$ cat config.mk
export PLATFORM = sky130hd
export DESIGN_NAME = dcd8_damm_stage
export DESIGN_NICKNAME = d
export VERILOG_FILES = /design/src/hdl/dcd8_pkg.sv /design/src/hdl/dcd8_damm_stage.sv
export SDC_FILE = /design/constraint.sdc
export NUM_CORES = 1
export LEC_CHECK = 0
export ABC_AREA = 0
export BUFFER_PORTS_ARGS = -buffer_cell sky130_fd_sc_hd__buf_2
export CAP_MARGIN = 10
export CORE_MARGIN = 4
export CORE_UTILIZATION = 40
export DETAILED_ROUTE_END_ITERATION = 7
export SLEW_MARGIN = 20
export SYNTH_ARGS = -nofsm -noshare
export SYNTH_HDL_FRONTEND = slang
export SYNTH_SLANG_ARGS = --single-unit
$ cat constraint.sdc
create_clock -name clk -period 20.9 [get_ports clk]
set_input_delay 3.135 -clock clk [delete_from_list [all_inputs] [get_ports clk]]
set_output_delay 3.135 -clock clk [all_outputs]
set_load 0.01 [all_outputs]
$ cat src/hdl/dcd8_pkg.sv
package dcd8_pkg;

  localparam int VALUE_W    = 27;
  localparam int DIGIT_W    = 4;
  localparam int NUM_DIGITS = 8;

  // values at or above this have more than eight decimal digits
  localparam logic [VALUE_W-1:0] DAMM_LIMIT = VALUE_W'(100000000);

  // v / 10 == (v * RECIP) >> RECIP_SHIFT, exact for any v below 2^32
  localparam logic [31:0] RECIP       = 32'hCCCC_CCCD;
  localparam int          RECIP_SHIFT = 35;
  localparam int          PROD_W      = RECIP_SHIFT + VALUE_W;

  // check stages, each folds this many digits
  localparam int DAMM_STAGES     = 2;
  localparam int DIGITS_PER_DAMM = NUM_DIGITS / DAMM_STAGES;

  localparam logic [DIGIT_W-1:0] MAX_DIGIT = DIGIT_W'(9);

  // order-10 Damm quasigroup, [interim][digit]
  localparam logic [DIGIT_W-1:0] DAMM_TAB [0:9][0:9] = '{
    '{4'd0, 4'd3, 4'd1, 4'd7, 4'd5, 4'd9, 4'd8, 4'd6, 4'd4, 4'd2},
    '{4'd7, 4'd0, 4'd9, 4'd2, 4'd1, 4'd5, 4'd4, 4'd8, 4'd6, 4'd3},
    '{4'd4, 4'd2, 4'd0, 4'd6, 4'd8, 4'd7, 4'd1, 4'd3, 4'd5, 4'd9},
    '{4'd1, 4'd7, 4'd5, 4'd0, 4'd9, 4'd8, 4'd3, 4'd4, 4'd2, 4'd6},
    '{4'd6, 4'd1, 4'd2, 4'd3, 4'd0, 4'd4, 4'd5, 4'd9, 4'd7, 4'd8},
    '{4'd3, 4'd6, 4'd7, 4'd4, 4'd2, 4'd0, 4'd9, 4'd5, 4'd8, 4'd1},
    '{4'd5, 4'd8, 4'd6, 4'd9, 4'd7, 4'd2, 4'd0, 4'd1, 4'd3, 4'd4},
    '{4'd8, 4'd9, 4'd4, 4'd5, 4'd3, 4'd6, 4'd2, 4'd0, 4'd1, 4'd7},
    '{4'd9, 4'd4, 4'd3, 4'd8, 4'd6, 4'd1, 4'd7, 4'd2, 4'd0, 4'd5},
    '{4'd2, 4'd5, 4'd8, 4'd1, 4'd4, 4'd3, 4'd6, 4'd7, 4'd9, 4'd0}
  };

  // item as it moves down the pipe
  typedef struct packed {
    logic [VALUE_W-1:0]                   value;
    logic [NUM_DIGITS-1:0][DIGIT_W-1:0]   digits;  // index 0 = least significant
    logic [DIGIT_W-1:0]                   interim;
    logic                                 oor;
  } item_t;

  function automatic logic [DIGIT_W-1:0] damm_next(logic [DIGIT_W-1:0] interim,
                                                    logic [DIGIT_W-1:0] digit);
    logic [DIGIT_W-1:0] res;
    res = '0;
    if (interim <= MAX_DIGIT && digit <= MAX_DIGIT) begin
      res = DAMM_TAB[interim][digit];
    end
    return res;
  endfunction

endpackage

$ cat src/hdl/dcd8_damm_stage.sv
module dcd8_damm_stage #(
  parameter int STAGE = 0
) (
  input  logic             clk,
  input  logic             rst_n,
  input  logic             in_valid,
  output logic             in_ready,
  input  dcd8_pkg::item_t  in_item,
  output logic             out_valid,
  input  logic             out_ready,
  output dcd8_pkg::item_t  out_item
);
  import dcd8_pkg::*;

  localparam int TOP_IDX = NUM_DIGITS - 1 - STAGE * DIGITS_PER_DAMM;

  logic               valid_r;
  item_t              item_r;
  item_t              item_nxt;
  logic [DIGIT_W-1:0] acc;

  // fold this stage's digits, most significant first
  always_comb begin
    acc = in_item.interim;
    for (int k = 0; k < DIGITS_PER_DAMM; k++) begin
      acc = damm_next(acc, in_item.digits[TOP_IDX - k]);
    end
    item_nxt         = in_item;
    item_nxt.interim = acc;
  end

  assign in_ready  = !valid_r || out_ready;
  assign out_valid = valid_r;
  assign out_item  = item_r;

  always_ff @(posedge clk) begin
    if (!rst_n) begin
      valid_r <= 1'b0;
    end else if (in_ready) begin
      valid_r <= in_valid;
    end
  end

  always_ff @(posedge clk) begin
    if (in_valid && in_ready) begin
      item_r <= item_nxt;
    end
  end

  a_interim_decimal: assert property (@(posedge clk) disable iff (!rst_n)
    valid_r |-> item_r.interim <= MAX_DIGIT)
    else $error("damm interim out of decimal range");

endmodule

# --- Yosys cells after proc, flatten, opt, wreduce, memory -nomap -nowiden ---
# Memory sizes are Yosys's and may differ from the RTL's.
# Index checks and enable logic that the tools add are counted.
totals:
  romBits: 2560
  word_cells: 70
  ff_bits: 65
  ramBits: 0
  n_memories: 4
  out_inout_bits: 66
  latch_bits: 0
  in_bits: 68
op_classes:
  bitwise: 8
  shifts: 0
  magnitude_cmp: 16
  n_eq_ne: 0
  mux: 23
  reduce_logical: 7
  mul: 0
  div_mod_pow: 0
  n_addsub: 0
memory_table:
  columns: ["memory", "depth", "word_bits", "rd", "rd_ports_with_merged_regs", "wr", "line_no", "text"]
  rows:
  - ["(name not given)", 16, 40, 1, 0, 0, "dcd8_pkg.sv:48", "res = DAMM_TAB[interim][digit];"]
  - ["(name not given)", 16, 40, 1, 0, 0, "dcd8_pkg.sv:48", null]
  - ["(name not given)", 16, 40, 1, 0, 0, "dcd8_pkg.sv:48", null]
  - ["(name not given)", 16, 40, 1, 0, 0, "dcd8_pkg.sv:48", null]
ops:
  columns: ["operator", "n"]
  rows:
  - ["40-bit 2-to-1 mux", 8]
  - ["4-bit binary-select mux with 4-bit select", 4]
  - ["4-bit 2-to-1 mux", 11]
  - ["5-bit >= comparator, second input constant", 8]
  - ["4-bit inverter with 5-bit output", 8]
  - ["4-bit less-or-equal comparator, second input constant", 8]
  - ["1-bit logical AND", 5]
  - ["1-bit zero test", 1]
  - ["1-bit logical OR", 1]

# --- Depth between registers and ports, before layout ---
# Gate-level depths: netlist of the first run.
depth:
  depth_word: 31
  mapped_depth: 39
  mapped_depth_nobuf: 31

# --- Worst setup path before layout of the first run ---
# Ideal clock, no wire load.
synth_timing:
  path_kind: "input to register"
  from: "input in_item[1] in the netlist's numbering"
  to: "register item_r (netlist bit out_item[1]), data pin"
  n_path_buf: 4
  required_time_ps: 20635
  t_arrival_ps: 9409
  slack_ps: 11226
  setup_time_ps: 265
  stages: 34
  cell_sequence: "buf_2 inv_1 ha_1 or3b_2 a31oi_1 o41ai_1 a32o_1 buf_4 nand2_1 inv_1 ha_1 clkbuf_1 nor2_1 a211oi_1 nor3_2 a211o_1 a2bb2oi_2 o211a_4 nor2_1 ha_1 inv_1 a21oi_2 o31a_1 or4_1 o311ai_1 o21ai_2 buf_2 and2_1 inv_1 ha_1 nor3_1 or4_1 a311oi_1 o32ai_1"
synth_between:
  elab_chain_len: 31
  elab_cells_between_ends: 39
  cone_classes: "order compare (4); mux (23); bitwise (4); reduce/logical (4); memory (4)"
synth_rtl:
  columns: ["element", "line_no", "text"]
  rows:
  - ["start: declaration", "dcd8_damm_stage.sv:8", "input dcd8_pkg::item_t in_item,"]
  - ["4-bit inverter with 5-bit output (not written as such)", "dcd8_pkg.sv:48", null]
  - ["memory read 16 x 40 bit", null, null]
  - ["40-bit 2-to-1 mux (not written as such) (2 in a row)", "dcd8_pkg.sv:48", null]
  - ["4-bit binary-select mux with 4-bit select", "dcd8_pkg.sv:48", null]
  - ["4-bit 2-to-1 mux (not written as such) (2 in a row)", "dcd8_pkg.sv:48", null]
  - ["4-bit 2-to-1 mux *", "dcd8_pkg.sv:47", "if (interim <= MAX_DIGIT && digit <= MAX_DIGIT) begin"]
  - ["4-bit inverter with 5-bit output (not written as such)", "dcd8_pkg.sv:48", null]
  - ["memory read 16 x 40 bit", null, null]
  - ["(+10 left out)", null, null]
  - ["4-bit binary-select mux with 4-bit select", "dcd8_pkg.sv:48", null]
  - ["4-bit 2-to-1 mux (not written as such) (2 in a row)", "dcd8_pkg.sv:48", null]
  - ["4-bit 2-to-1 mux *", "dcd8_pkg.sv:47", null]
  - ["4-bit inverter with 5-bit output (not written as such)", "dcd8_pkg.sv:48", null]
  - ["memory read 16 x 40 bit", null, null]
  - ["40-bit 2-to-1 mux (not written as such) (2 in a row)", "dcd8_pkg.sv:48", null]
  - ["4-bit binary-select mux with 4-bit select", "dcd8_pkg.sv:48", null]
  - ["4-bit 2-to-1 mux (not written as such) (2 in a row)", "dcd8_pkg.sv:48", null]
  - ["end signal: assignment", "dcd8_damm_stage.sv:46", "item_r <= item_nxt;"]
  - ["end: declaration", "dcd8_damm_stage.sv:18", "item_t item_r;"]
# Every way passes the cells marked *; elsewhere a longest branch is shown, timed or not. The select of a mux whose other input is x is not followed.
# A chain may end at the register's enable or synchronous reset.

# --- Final worst setup path of the first run ---
layout_timing:
  from: "input in_item[1] in the netlist's numbering"
  to: "register item_r (netlist bit out_item[4]), data pin"
# The elaborated chain is that of the path after synthesis.

==> results of run 1 <==
[cells by family after synthesis]
group           after synthesis  synth area share (%)
buf+inv                      89                  7.20
mux                          11                  1.89
xor+xnor                      8                  1.08
compound gates              267                  33.4
flops                        65                  30.0
simple gates                237                  19.3
fa+ha+maj                    37                  7.15
[routing by layer]
layer	vias up	global-route usage, %	wire length, um
met1	3117	30.3	8850
met3	73	4.09	2230
met4	0	8.40	670
li1	2992	-	-
met2	504	33.5	9050
met5	-	0	0
[cells in the mapped netlist (5+ instances only)]
library cell   n
o211ai_1       7
and2_1        12
a21o_1         9
nor3_1        27
edfxtp_1      64
buf_6          8
xnor2_1        7
inv_1         29
a31oi_1        9
o32ai_1        6
nand3_1       14
buf_4          8
a2111oi_0      6
and3_1         7
a211oi_1      16
a21oi_1       38
nor2b_1       11
or4_1          8
o31a_1         5
a21boi_0       5
a211o_1        8
nand2b_1      15
nand2_1       49
nor4_1         6
ha_1          37
o31ai_1        8
o41ai_1        5
inv_2          5
clkbuf_1      21
o311ai_0       6
o21ai_1        8
o21ai_0       31
a311oi_1       9
nor2_1        50
mux2i_1       10
buf_2         12
[worst register-to-register path: cells and delay by family (launching register included)]
family	cells	cell delay [ns]
flops	1	0.31
simple gates	2	0.49
buf+inv	1	0.57
[worst paths after layout]
path | from | end | slack, ns | cells past startpoint
max reg2reg | out_valid$_SDFFE_PN0N_ | out_item[34]$_DFFE_PP_ | 19.12 | 3
min | out_valid$_SDFFE_PN0N_ | out_valid$_SDFFE_PN0N_ | 0.55 | 2
min reg2reg | out_valid$_SDFFE_PN0N_ | out_valid$_SDFFE_PN0N_ | 0.55 | 2
max | in_item[1] | out_item[4]$_SDFFCE_PN0P_ | 10.11 | 29
[metrics by stage]
| step | hold WS, ns | cells |
|---|---|---|
| 2_1_floorplan | 0.610 | 714 |
| 3_3_place_gp | 0.523 | 1014 |
| 3_5_place_dp | 0.546 | 1014 |
| 4_1_cts | 0.554 | 1030 |
| 5_1_grt | 0.579 | 1030 |
| 6_report | 0.552 | 1030 |
[final cells by class]
type,count,area share [%]
multi-input cells,560,54.7
flip-flops and latches,65,26.1
repair buffers,136,9.25
well taps,216,3.63
clock buffers,10,3.21
inverters,37,1.87
clock inverters,6,1.23
[registers in the layout, indices dropped and copies added (netlist names)]
register and cells:
out_item 64, out_valid 1
[power by group through the flow]
stage	registers, mW	clock network (mW)	logic [mW]
floorplan	0.163	0	0.127
global placement	0.158	0	0.179
detailed placement	0.158	0	0.177
CTS	0.155	0.165	0.178
global route	0.156	0.172	0.198
finish	0.155	0.162	0.183
==> metrics, run 1 <==
RSZ-0062 raised after global routing no; DR pass1 iterations 6; Avg Inst Size Synth 9.07 um^2; drt first-iter violations 961; FF/Latch Area 1940 um^2; Seq cells post-synth 65; Synth cell types 109; outcome finished, final reports clean; commonest non-fill, non-tap cell in the layout buf_2; Placement Cell Area 7110 um^2; pre-CTS worst setup slack 9.97 ns; clk sinks 65; Fillers 1541; dpl hpwl 15400 um; clock network power share 32.4%; Seq/Total Area, Yosys 30.0%; Initial Utilization 40.8%; Die Wd 135 um; setup TNS 0 ns; die area 18300 um^2; CP bufs+invs 5; Post-Syn Area 6480 um^2; die height 135 um; Worst-Margin Slew 1.01 ns; Logic pwr share 36.6%; hold-fix buffers at CTS 0; GRT Overall Usage 21.7%; Worst EP arrival 10.86 ns; initial antenna violation count 0; prevailing post-synth register cell edfxtp_1; most frequent cells in the layout buf_2, edfxtp_1, nor2_1; DRC errors left 0; Max Cap Violations 0; final clock skew 0.00518 ns; Yosys top cell area share 29.7%; critical path's top delay family compound AO/OA/AOI/OAI gates; RD Place Congestion 1.01; leakage power 2.85 nW; CTS tree done; drt via density 6.49; most used cell, CP ha_1; Pwr Density 67.2 nW/um^2; critical path fanouts, max 16; routed len/inst 20.2 um; Syn Inst Count 714; final setup fails 0; IO Count 134; Seq pwr share 31.1%; fraction of final layout cells sized beyond drive strength 1 25.4%; cell area after layout 7440 um^2; Clock Pin Slew Worst Setup and Hold Paths 0.05 ns; Crit-path slowest cell o41ai_1; FMAX 92.6 MHz; Fin. Hold Viols 0; postcts setup bufs 0; Slew Limit Fails 0; diodes inserted 0; final worst-path setup slack 10.11 ns; CP Class primary input to flip-flop; core area 15900 um^2; Final Critical Period 10.79 ns; multi-input logic area 4070 um^2; switching power 0.175 mW; top post-synthesis cells by area edfxtp_1, ha_1, a21oi_1, nor2_1, nand2_1; Pwr Total 0.500 mW; Hold WC Path Type flip-flop to flip-flop; maximum vdd ir drop 30.6 uV; Worst-Skew Late Latency 0.33 ns; final core utilization 46.8%; clock root buffer clkbuf_16; Vias 6686; row count 46; switch share 35.0%; grt ovf 0; Post-synth ARST share 0%; Max Root-Sink Buffers 2; CP Launch Type primary input; TritonCTS Buffers 9; Post-Route WL 20800 um; Final Cycle Share 51.6%; max_slew headroom 32.4%; Synth area leader edfxtp_1; Area Growth Syn to Fin 14.9%; first-pass GRT wire length 32700 um; H-tree Lvls 3; nature of the critical path endpoint flip-flop; Pint 0.325 mW; crit-path max cell delay 0.52 ns; Yosys warnings 0; count of flip-flops with a built-in enable after synthesis 64; CTS resizes 0; Routed Antenna Nets 0; nets@finish 914; worst endpoint required time 20.97 ns; port buffer count 133; pin count of the biggest net entering global routing 51; Syn Nets 819; vias in the first global route 6048
No activity file was read; power rests on OpenSTA's default activity.
==> inputs of run 2 (changes only) <==
clock period = 10.37 ns   (was 20.9 ns; I/O delays follow)
==> run 2 against run 1 <==
  * Non-clock buffer count is 2 higher
  * Via count is 0.46% lower
  * First-iteration DRC count down 14%
  * Power rose by 95%
  * Setup slack worse by 8.9 ns
  * Clock-buffer cell count increased by 1
  * Clock power rose by 78%
  * Routed wire length is 4.0% higher
  * Critical path type unchanged
==> metrics, run 2 (same netlist as run 1, synthesis figures left out) <==
outcome finished, final reports clean; Worst EP arrival 9.23 ns (-1.63 ns); most frequent cells in the layout buf_2, edfxtp_1, nor2_1; worst endpoint required time 10.43 ns (-10.54 ns); DR pass1 iterations 6 (unchanged); die height 135 um (unchanged); nets@finish 916 (+0.22%); setup TNS 0 ns (unchanged); drt first-iter violations 828 (-14%); Fin. Hold Viols 0 (unchanged); CP Class primary input to flip-flop; pre-CTS worst setup slack 1.10 ns (-8.87 ns); routed len/inst 21.0 um (+3.8%); IO Count 134 (unchanged); final setup fails 0 (unchanged); CP bufs+invs 5 (unchanged); core area 15900 um^2 (unchanged); placed insts 1016 (+0.20%); Seq pwr share 32.1% (+1.0 points); Placement Cell Area 7130 um^2 (+0.21%); Initial Utilization 40.8% (unchanged); leakage power 2.85 nW (about the same); die area 18300 um^2 (unchanged); RSZ-0062 raised after global routing no; clock root buffer clkbuf_16; maximum vdd ir drop 63.3 uV (+110%); CTS tree done; initial antenna violation count 0 (unchanged); Pwr Density 131 nW/um^2 (+96%); Reg-to-Reg Start out_valid$_SDFFE_PN0N_; Pint 0.624 mW (+92%); Post-Route WL 21600 um (+4.0%); critical path's top delay family compound AO/OA/AOI/OAI gates; Final Cycle Share 88.4%; Hold WC Path Type flip-flop to flip-flop; postcts setup bufs 0 (unchanged); vias in the first global route 6279 (+3.8%); nature of the critical path endpoint flip-flop; GRT Overall Usage 22.8% (+1.1 points); Clock Pin Slew Worst Setup and Hold Paths 0.05 ns (about the same); clock network power share 29.7% (-2.7 points); Worst-Margin Slew 0.949 ns (-0.0662 ns); dpl hpwl 16000 um (+4.1%); final clock skew 0.00903 ns (+0.00385 ns); FMAX 109 MHz; switch share 35.9% (+0.89 points); Logic pwr share 38.2% (+1.6 points); switching power 0.350 mW (+100%); first-pass GRT wire length 34000 um (+4.0%); Crit-path slowest cell o41ai_1; max_slew headroom 36.2% (+3.9 points); final worst-path setup slack 1.20 ns (-8.90 ns); Max Cap Violations 0 (unchanged); Pwr Total 0.974 mW (+95%); Slew Limit Fails 0 (unchanged); Worst-Skew Late Latency 0.33 ns (about the same); Die Wd 135 um (unchanged); fraction of final layout cells sized beyond drive strength 1 25.4% (-0.062 points); crit path from in_item[1]; TritonCTS Buffers 9 (unchanged); clk sinks 65 (unchanged); commonest non-fill, non-tap cell in the layout buf_2; crit-path max cell delay 0.56 ns (+0.04 ns); cell area after layout 7410 um^2 (-0.35%); CTS resizes 0 (unchanged); row count 46 (unchanged); fin cells 1032 (+0.19%); grt ovf 0 (unchanged); port buffer count 133 (unchanged); HP Start out_valid$_SDFFE_PN0N_; Vias 6655 (-0.46%); Area Growth Syn to Fin 14.4%; diodes inserted 0 (unchanged); Max Root-Sink Buffers 2 (unchanged); H-tree Lvls 3 (unchanged); Routed Antenna Nets 0 (unchanged); DRC errors left 0 (unchanged); Final Critical Period 9.17 ns; max reg flops 64 (unchanged); most used cell, CP ha_1; Fillers 1559 (+1.2%); critical path fanouts, max 16 (unchanged); RD Place Congestion 1.05 (+4.6%); pin count of the biggest net entering global routing 54 (+5.9%); CP Launch Type primary input; hold-fix buffers at CTS 0 (unchanged); drt via density 6.45 (-0.66%)
[run 2: cell count changes in the layout (fill, tap and decap cells not counted)]
cell        change
clkbuf_8        -1
clkinvlp_4      -2
clkbuf_1        +2
bufinv_16       -1
buf_4           +2
clkinv_2        +2
[run 2: layer usage]
| layer | share of wire [%] | track usage, % |
|---|---|---|
| met1 | 43 | 31.0 |
| met2 | 43 | 35.5 |
| met3 | 10 | 4.49 |
| met4 | 3.8 | 9.85 |
| met5 | 0 | 0 |
[run 2: tightest hold or removal path: cells and delay by family (launching register included)]
| kind | cells | cell delay, ns |
|---|---|---|
| and+or+nand+nor | 1 | 0.10 |
| DFF | 1 | 0.31 |
| AOI/OAI and AO/OA | 1 | 0.09 |
[run 2: layout make-up]
class	instances	area (um^2)	area share (%)
clock inverter	5	56.3	0.759
tap	216	270	3.64
clock buffer	11	233	3.14
multi-input combinational	560	4070	54.9
inverter	37	139	1.87
sequential	65	1940	26.2
timing repair buffer	138	703	9.48
[run 2: power groups by stage]
stage	logic [mW]	registers, mW	clock network, mW
2_1_floorplan	0.256	0.328	0
3_3_place_gp	0.366	0.318	0
3_5_place_dp	0.362	0.318	0
4_1_cts	0.363	0.313	0.297
5_1_grt	0.404	0.314	0.309
6_report	0.372	0.313	0.289
[run 2: stage by stage]
stage                     hold slack, ns  utilization [%]
after floorplan                    0.610                -
after global placement             0.526             44.9
after detailed placement           0.544             44.9
after CTS                          0.552             46.7
after global routing               0.618             46.7
final                              0.546             46.7
[run 2: final timing paths]
path | slack, ns | end | cells after the start
min reg2reg | 0.55 | out_valid$_SDFFE_PN0N_ | 2
min | 0.55 | out_valid$_SDFFE_PN0N_ | 2
max | 1.20 | out_item[4]$_SDFFCE_PN0P_ | 29
max reg2reg | 8.62 | out_item[53]$_DFFE_PP_ | 3
==> inputs of run 3 (changes only) <==
ABC_AREA = 1   (was 0)
SKIP_CTS_REPAIR_TIMING = 1   (was not set)
==> run 3 against run 2 <==
  * Via count shrank 5.9%
  * Global-route usage shrank 1.8 points
  * Sequential cell count is the same
  * Synthesized cell count grew 18%
  * Cell count grew 12%
  * Non-clock buffer count shrank 4
  * Highest routed layer unchanged
==> metrics, run 3 <==
Worst-Margin Slew 0.806 ns (-0.142 ns); RD Place Congestion 0.966 (-8.3%); Post-synth ARST share 0% (unchanged); Area Growth Syn to Fin 16.8%; Syn Inst Count 844 (+18%); Worst EP arrival 7.06 ns (-2.17 ns); port buffer count 133 (unchanged); count of flip-flops with a built-in enable after synthesis 64 (unchanged); Pwr Total 0.919 mW (-5.6%); Post-Syn Area 5930 um^2 (-8.5%); RSZ-0062 raised after global routing no; leakage power 3.49 nW (+23%); cell depth of the worst hold path 2 (unchanged); final worst-path setup slack 3.49 ns (+2.28 ns); Yosys top cell area share 32.4% (+2.8 points); max_slew headroom 46.3% (+10 points); die height 130 um (-4.1%); critical path fanouts, max 15 (-1); Fillers 1475 (-5.4%); drt first-iter violations 511 (-38%); Slew Limit Fails 0 (unchanged); CP Launch Type primary input; first-pass GRT wire length 28600 um (-16%); max reg flops 64 (unchanged); Seq cells post-synth 65 (unchanged); clk sinks 65 (unchanged); grt ovf 0 (unchanged); Pwr Density 133 nW/um^2 (+1.1%); maximum vdd ir drop 64.8 uV (+2.3%); pin count of the biggest net entering global routing 65 (+20%); Seq/Total Area, Yosys 32.8% (+2.8 points); Avg Inst Size Synth 7.02 um^2 (-23%); prevailing post-synth register cell edfxtp_1; vias in the first global route 5715 (-9.0%); Vias 6262 (-5.9%); commonest non-fill, non-tap cell in the layout nand2_1; row count 44 (-4.3%); Final Critical Period 6.88 ns (-2.28 ns); TritonCTS Buffers 9 (unchanged); H-tree Lvls 3 (unchanged); dpl hpwl 14100 um (-12%); Synth cell types 42 (-61%); final core utilization 47.6% (+0.94 points); Crit-path slowest cell inv_2; die area 16800 um^2 (-8.0%); setup TNS 0 ns (unchanged); Worst-Skew Late Latency 0.33 ns (about the same); routed len/inst 15.8 um (-25%); top-count cell post-synth nand2_1; Final Cycle Share 66.4% (-22 points); nature of the critical path endpoint flip-flop; final setup fails 0 (unchanged); CTS tree done; CP Class primary input to flip-flop; crit-path max cell delay 0.31 ns (-0.25 ns); r2r worst-path depth 2 (-1); Hold WC Path Type flip-flop to flip-flop; synth cell count leaders nand2_1, nand3_1, edfxtp_1, inv_1, nor2_1; diodes inserted 0 (unchanged); Clock Pin Slew Worst Setup and Hold Paths 0.06 ns (about the same); Die Wd 130 um (-4.1%); Worst Hold Slack 0.562 ns (+0.0154 ns); FMAX 145 MHz (+33%); fraction of final layout cells sized beyond drive strength 1 22.0% (-3.4 points); DRC errors left 0 (unchanged); Max Root-Sink Buffers 2 (unchanged); Synth area leader edfxtp_1; initial antenna violation count 0 (unchanged); Yosys warnings 0 (unchanged); core area 14500 um^2 (-8.5%); drt via density 5.44 (-16%); nets@finish 1068 (+17%); top post-synthesis cells by area edfxtp_1, nand2_1, nand3_1, ha_1, inv_1; Max Cap Violations 0 (unchanged); most frequent cells in the layout nand2_1, buf_2, nand3_1; clock root buffer clkbuf_16; Syn Nets 949 (+16%); pre-CTS worst setup slack 3.26 ns (+2.16 ns); GRT Overall Usage 21.0% (-1.8 points); Post-Route WL 18200 um (-16%); final clock skew 0.00775 ns (-0.00128 ns); Initial Utilization 40.8% (about the same); worst endpoint required time 10.55 ns (+0.12 ns); Routed Antenna Nets 0 (unchanged); outcome finished, final reports clean; DR pass1 iterations 5 (-1); most used cell, CP nand2_1; Fin. Hold Viols 0 (unchanged); IO Count 134 (unchanged)
[run 3: cell types whose count changed after synthesis, sizes merged, moves of 14 or more]
cell	change
inv	+47
nand2b	-15
nor3	-27
and2	-14
clkbuf	-18
nand3	+116
nand2	+266
a211oi	-16
[run 3: worst max-delay path: cells and delay by family]
kind | cells | cell delay (ns)
AND/OR/NAND/NOR | 25 | 2.58
buffers and inverters | 9 | 1.33
adder cells (fa/ha/maj) | 4 | 1.02
AO/OA/AOI/OAI | 3 | 0.56
[run 3: layout make-up]
type	count	area, um^2	area share [%]
multi-input cells	672	3460	50.0
flip-flops and latches	65	1940	28.1
repair buffers	134	673	9.73
inverters	81	309	4.47
clock buffers	10	239	3.45
well taps	184	230	3.33
clock inverters	6	66.3	0.958
[run 3: layer usage]
layer | track usage (%) | wire length, um
met1 | 27.8 | 7570
met2 | 34.3 | 8200
met3 | 3.52 | 1830
met4 | 8.44 | 579
met5 | 0 | 0
[run 3: path summary, 6_finish.rpt]
check                                       startpoint                         to  slack (ns)
worst max-delay path                        in_item[2]  out_item[3]$_SDFFCE_PN0P_        3.49
worst min register to register  out_valid$_SDFFE_PN0N_     out_valid$_SDFFE_PN0N_        0.56
worst max register to register  out_valid$_SDFFE_PN0N_      out_item[5]$_DFFE_PP_        8.83
worst min-delay path            out_valid$_SDFFE_PN0N_     out_valid$_SDFFE_PN0N_        0.56
[run 3: cells by family (layout without fill, tap and decap cells)]
family,Yosys count,after routing,share of synthesized area (%)
buf+inv,107,231,9.02
flops,65,65,32.8
fa+ha+maj,37,37,7.81
compound gates,110,110,11.3
simple gates,525,525,39.1
[run 3: report_power, final]
part / internal (mW) / switching, mW / leakage (nW) / total [mW]
clock network: 0.193 / 0.113 / 0.141 / 0.305
logic: 0.0967 / 0.204 / 2.72 / 0.301
registers: 0.308 / 0.00427 / 0.629 / 0.313
total: 0.598 / 0.321 / 3.49 / 0.919
[run 3: stage by stage]
step                cells  instance area (um^2)
floorplan             844                  5930
global placement     1136                  6620
detailed placement   1136                  6620
CTS                  1152                  6920
global route         1152                  6920
finish               1152                  6920
